===== src/design/swie_pkg.sv =====
// shared constants, types and result codes for the shallow water eigensystem core
package swie_pkg;

   // number format
   localparam int FRAC_BITS = 16;
   localparam int DATA_W    = 32;
   localparam int GRAV_W    = 31;
   localparam logic [GRAV_W-1:0] GRAVITY_RESET = GRAV_W'(642908);

   // divider operands: magnitudes of 33-bit sums, dividend scaled by 2^FRAC_BITS
   localparam int DEN_W = DATA_W + 1;
   localparam int NUM_W = DATA_W + 1 + FRAC_BITS;

   // square root: 64-bit radicand, one root bit per stage
   localparam int ROOT_W = DATA_W;
   localparam int RAD_W  = 2 * ROOT_W;

   // both arithmetic units: one input stage plus one stage per quotient or root bit
   localparam int UNIT_LAT   = DATA_W + 1;
   localparam int PIPE_DEPTH = 2 * UNIT_LAT + 3;

   localparam logic signed [DATA_W-1:0] SAT_MAX = {1'b0, {(DATA_W-1){1'b1}}};
   localparam logic signed [DATA_W-1:0] SAT_MIN = {1'b1, {(DATA_W-1){1'b0}}};

   typedef enum logic [1:0] {
      LOC_LEFT  = 2'd0,
      LOC_RIGHT = 2'd1,
      LOC_IFACE = 2'd2
   } loc_type;

   typedef struct packed {
      logic [NUM_W-1:0] num;
      logic [DEN_W-1:0] den;
      logic             neg;
   } div_in_type;

   typedef struct packed {
      logic signed [DATA_W-1:0] minus;
      logic signed [DATA_W-1:0] mid;
      logic signed [DATA_W-1:0] plus;
   } eig_type;

   typedef struct packed {
      eig_type                  left;
      eig_type                  right;
      eig_type                  iface;
      logic signed [DATA_W-1:0] l10;
      logic                     ok_l;
      logic                     ok_r;
      logic                     ok_s;
   } side_type;

   typedef struct packed {
      eig_type                  left;
      eig_type                  right;
      eig_type                  iface;
      logic signed [DATA_W-1:0] l00;
      logic signed [DATA_W-1:0] l01;
      logic signed [DATA_W-1:0] l10;
      logic signed [DATA_W-1:0] l20;
      logic                     ok_l;
      logic                     ok_r;
      logic                     ok_s;
   } item_type;

endpackage


===== src/design/swie_ser.sv =====
// result sequencer: holds one finished cell pair and hands out its three results
module swie_ser import swie_pkg::*; (
   input  logic                     clock,
   input  logic                     reset,
   input  logic                     in_valid,
   input  item_type                 in_item,
   output logic                     take,
   output logic                     rsp_valid,
   input  logic                     rsp_stall,
   output logic [1:0]               rsp_location,
   output logic signed [DATA_W-1:0] rsp_lambda_minus,
   output logic signed [DATA_W-1:0] rsp_lambda_mid,
   output logic signed [DATA_W-1:0] rsp_lambda_plus,
   output logic signed [DATA_W-1:0] rsp_lrow0_col0,
   output logic signed [DATA_W-1:0] rsp_lrow0_col1,
   output logic signed [DATA_W-1:0] rsp_lrow1_col0,
   output logic signed [DATA_W-1:0] rsp_lrow2_col0,
   output logic                     rsp_well_defined,
   output logic                     rsp_last
);

   logic     valid_ff, valid_in;
   loc_type  idx_ff, idx_in;
   item_type item_ff;
   eig_type  cur;
   logic     is_iface;

   // free to load once empty or once the interface result leaves
   assign take = !valid_ff || (!rsp_stall && (idx_ff == LOC_IFACE));

   always_comb begin
      valid_in = valid_ff;
      idx_in   = idx_ff;
      if (take) begin
         valid_in = in_valid;
         idx_in   = LOC_LEFT;
      end else if (!rsp_stall) begin
         unique case (idx_ff)
            LOC_LEFT:  idx_in = LOC_RIGHT;
            LOC_RIGHT: idx_in = LOC_IFACE;
            default:   idx_in = LOC_LEFT;
         endcase
      end
   end

   always_ff @(posedge clock) begin
      if (reset) begin
         valid_ff <= 1'b0;
         idx_ff   <= LOC_LEFT;
      end else begin
         valid_ff <= valid_in;
         idx_ff   <= idx_in;
      end
   end

   always_ff @(posedge clock) begin
      if (take && in_valid) begin
         item_ff <= in_item;
      end
   end

   // pick the result for the current location
   always_comb begin
      unique case (idx_ff)
         LOC_LEFT: begin
            cur              = item_ff.left;
            rsp_well_defined = item_ff.ok_l;
         end
         LOC_RIGHT: begin
            cur              = item_ff.right;
            rsp_well_defined = item_ff.ok_r;
         end
         default: begin
            cur              = item_ff.iface;
            rsp_well_defined = item_ff.ok_s;
         end
      endcase
   end

   assign is_iface         = (idx_ff == LOC_IFACE);
   assign rsp_valid        = valid_ff;
   assign rsp_location     = idx_ff;
   assign rsp_lambda_minus = cur.minus;
   assign rsp_lambda_mid   = cur.mid;
   assign rsp_lambda_plus  = cur.plus;
   assign rsp_lrow0_col0   = is_iface ? item_ff.l00 : '0;
   assign rsp_lrow0_col1   = is_iface ? item_ff.l01 : '0;
   assign rsp_lrow1_col0   = is_iface ? item_ff.l10 : '0;
   assign rsp_lrow2_col0   = is_iface ? item_ff.l20 : '0;
   assign rsp_last         = is_iface;

   // a run starts over at the left cell after its interface result
   a_run_restart: assert property (@(posedge clock) disable iff (reset)
      (rsp_valid && !rsp_stall && rsp_last) |=> (!rsp_valid || rsp_location == LOC_LEFT))
      else $error("run did not restart at the left cell");

   // a run is never cut short
   a_run_whole: assert property (@(posedge clock) disable iff (reset)
      (rsp_valid && !rsp_stall && !rsp_last) |=> rsp_valid)
      else $error("run ended before its interface result");

   // once a depth is bad the flag stays low for the rest of the run
   a_flag_sticky: assert property (@(posedge clock) disable iff (reset)
      (rsp_valid && !rsp_stall && !rsp_last && !rsp_well_defined) |=> !rsp_well_defined)
      else $error("well defined flag came back within a run");

endmodule


===== config.mk =====
export PLATFORM = sky130hd
export DESIGN_NAME = swie_ser
export DESIGN_NICKNAME = d
export VERILOG_FILES = /design/src/design/swie_pkg.sv /design/src/design/swie_ser.sv
export SDC_FILE = /design/constraint.sdc
export NUM_CORES = 1
export LEC_CHECK = 0
export BUFFER_PORTS_ARGS = -buffer_cell sky130_fd_sc_hd__buf_4
export CAP_MARGIN = 5
export CORE_AREA = 2 2 251 253
export CTS_CLUSTER_SIZE = 20
export DETAILED_ROUTE_END_ITERATION = 8
export DIE_AREA = 0 0 253 255
export GPL_ROUTABILITY_DRIVEN = 1
export HOLD_SLACK_MARGIN = 0.15
export PLACE_DENSITY_LB_ADDON = 0.05
export SLEW_MARGIN = 20
export SYNTH_ARGS = -nofsm -noshare
export SYNTH_HDL_FRONTEND = slang
export SYNTH_SLANG_ARGS = --single-unit

===== constraint.sdc =====
create_clock -name clock -period 58.5 [get_ports clock]
set_input_delay 11.7 -clock clock [delete_from_list [all_inputs] [get_ports clock]]
set_output_delay 11.7 -clock clock [all_outputs]
set_load 0.03 [all_outputs]

==> metrics.txt <==
Fin. Hold Viols 0; Post-Layout Cell Count between 2000 and 2500; GPL Wtd Cong between 0.7 and 0.8; Tcrit/Tclk final 0.414; die height 255 um; Slew Limit Fails 0; clk sinks 422; Yosys cell types 18; internal power approximately 0.00055 W; vias in the first global route 9672; post-synth top area cell edfxtp_1; grt ovf 0; HPWL Detailed between 30 and 40 mm; CTS Buffer Depth 3; # setup viols final 0; WL/cell 20.8 um; setup slack after layout around 34 ns; RSZ-0062 raised after global routing false; P_leak a little under 9 nW; Peak supply drop 0.0000211 V; initial antenna violation count 21; hold path start rsp_valid; most frequent cells in the layout buf_4, edfxtp_1, and2_1; DRT met1 WL 17.3 mm; total negative slack 0 ns; Final Util 0.368; FMAX 0.0413 GHz; type of the worst setup path input port to output port; DR pass1 iterations 4; CP arrival 12.51 ns; Placed Cells 2317; Clock transition at path regs around 0.06 ns; Ports 653; initial DRC count ~390; Hold Crit Class flop to flop; H-Tree Depth 2; status finished clean; worst skew pair latency around 0.58 ns; post-synthesis register bit count around 420; uppermost layer routed met5; largest net degree at the start of global routing 111; R2R Path Start rsp_location[0]; Slew @ Worst Pin 0.989 ns; FF-to-FF End item_ff[41]; Net Sw Power roughly 0.00016 W; Area contributors post-synth edfxtp_1, mux2i_1, and2_1, o21ai_0, nand2_1; Max-slew headroom 0.340; Reg power frac 0.505; post_cts resized 0; Post-Syn Instances between 900 and 1000; Port Buffers 652; hold path depth 2; clock buffer count from CTS 50; die area 64500 um^2; clk root buf clkbuf_16; final net count ~2000; Max FO, Critical Path 6; hold bufs inserted after CTS 0; first-pass GRT wire length 67.6 mm; Routed Wire Length approximately 50 mm; startpoint types input port; Synth Cell Area 15700 um^2; clock skew approximately 0.019 ns; commonest non-fill, non-tap cell in the layout buf_4; dpl ws 34.29 ns; starting density of the core 0.252; row count 92; clock network fraction of total power 0.411; Tmin final 24.21 ns; Global Route Usage Sum 0.146; CTS tree built; Via density 4.07; net count after synthesis 1325; synthesis warning total 0; r2r setup slk 54.13 ns; Power Dens Cells 30.9 nW/um^2; Yosys top cell area share 0.803; vias 9834; CP endpoint kind output port; Core ar. between 60000 and 70000 um^2; WL met2 25.3 mm; layout cells sized above 1 0.453; Area Overhead vs Synth 46.2%; Setup Fix Bufs, Post-CTS 0; Max-cap violations 0; switching share of power 0.222; Power Total 0.000707 W; Reg2Reg Depth 7; Antenna Nets Post-Route 0; met3 WL about 6.2 mm; DRC violations left 0; sequential share of the synthesized area 0.807; critical path required time approximately 47 ns; Syn Area/Cell 17.4 um^2; Hold Path End rsp_location[1]; Comb pwr share 0.084; die width around 250 um
[stage by stage]
stage | instance area, um^2 | hold slack (ns)
after floorplan | 15700 | 0.635
after global placement | 21300 | 0.545
after detailed placement | 21300 | 0.550
after CTS | 22900 | 0.559
after global routing | 22900 | 0.614
final | 22900 | 0.562
[cell usage after synthesis (all sizes together)]
library cell / number
a211oi: 1
or3b: 2
nand2b: 1
a21oi: 2
and2: 128
nor2: 2
and2b: 1
a21boi: 1
buf: 31
mux2i: 97
o21ai: 97
or3: 1
edfxtp: 419
dfxtp: 3
clkbuf: 16
nand2: 100
[cell families after synthesis]
kind of cell    after synthesis  synth area share
flops                       422             0.807
compound gates              101            0.0326
mux                          97            0.0620
buf+inv                      47            0.0203
simple gates                235            0.0781
[critical path: stages]
cell	delay, ns
buf_4	0.13
or3b_1	0.43
nand2_1	0.09
buf_4	0.15
[routing by layer]
layer,vias to the layer above,track usage
li1,4697,-
met1,4609,0.147
met2,406,0.255
met3,98,0.0818
met4,24,0.0470
met5,-,0
[worst max-delay path by stage]
stage / slack (ns) / from / to / cells past startpoint
6_report: 34.29 / rsp_stall / take / 4
5_1_grt: 34.27 / rsp_stall / take / 4
4_1_cts: 34.29 / rsp_stall / take / 4
3_5_place_dp: 34.29 / rsp_stall / take / 4
3_3_place_gp: 34.27 / rsp_stall / take / 4
2_1_floorplan: 25.51 / rsp_stall / item_ff[0] / 2
[state kept, by name, summed over array words and instances, names as in the netlist]
| signal | flops |
|---|---|
| rsp_location | 2 |
| rsp_valid | 1 |
| item_ff | 419 |
[layout make-up]
class                           instances  area [um^2]
Clock buffer                           70         1390
Antenna cell                            7         17.5
Clock inverter                         22          121
Sequential cell                       422        12600
Timing Repair Buffer                  664         5010
Fill cell                            6078        39300
Tap cell                              799         1000
Multi-Input combinational cell        433         2720
[power groups by stage]
stage	Clock [W]	Sequential [W]	Combinational, W
2_1_floorplan	0	0.000376	0.0000241
3_3_place_gp	0	0.000363	0.0000601
3_5_place_dp	0	0.000364	0.0000606
4_1_cts	0.000303	0.000357	0.0000608
5_1_grt	0.000314	0.000358	0.0000642
6_report	0.000291	0.000357	0.0000597
Power figures use the tool's default switching activity.
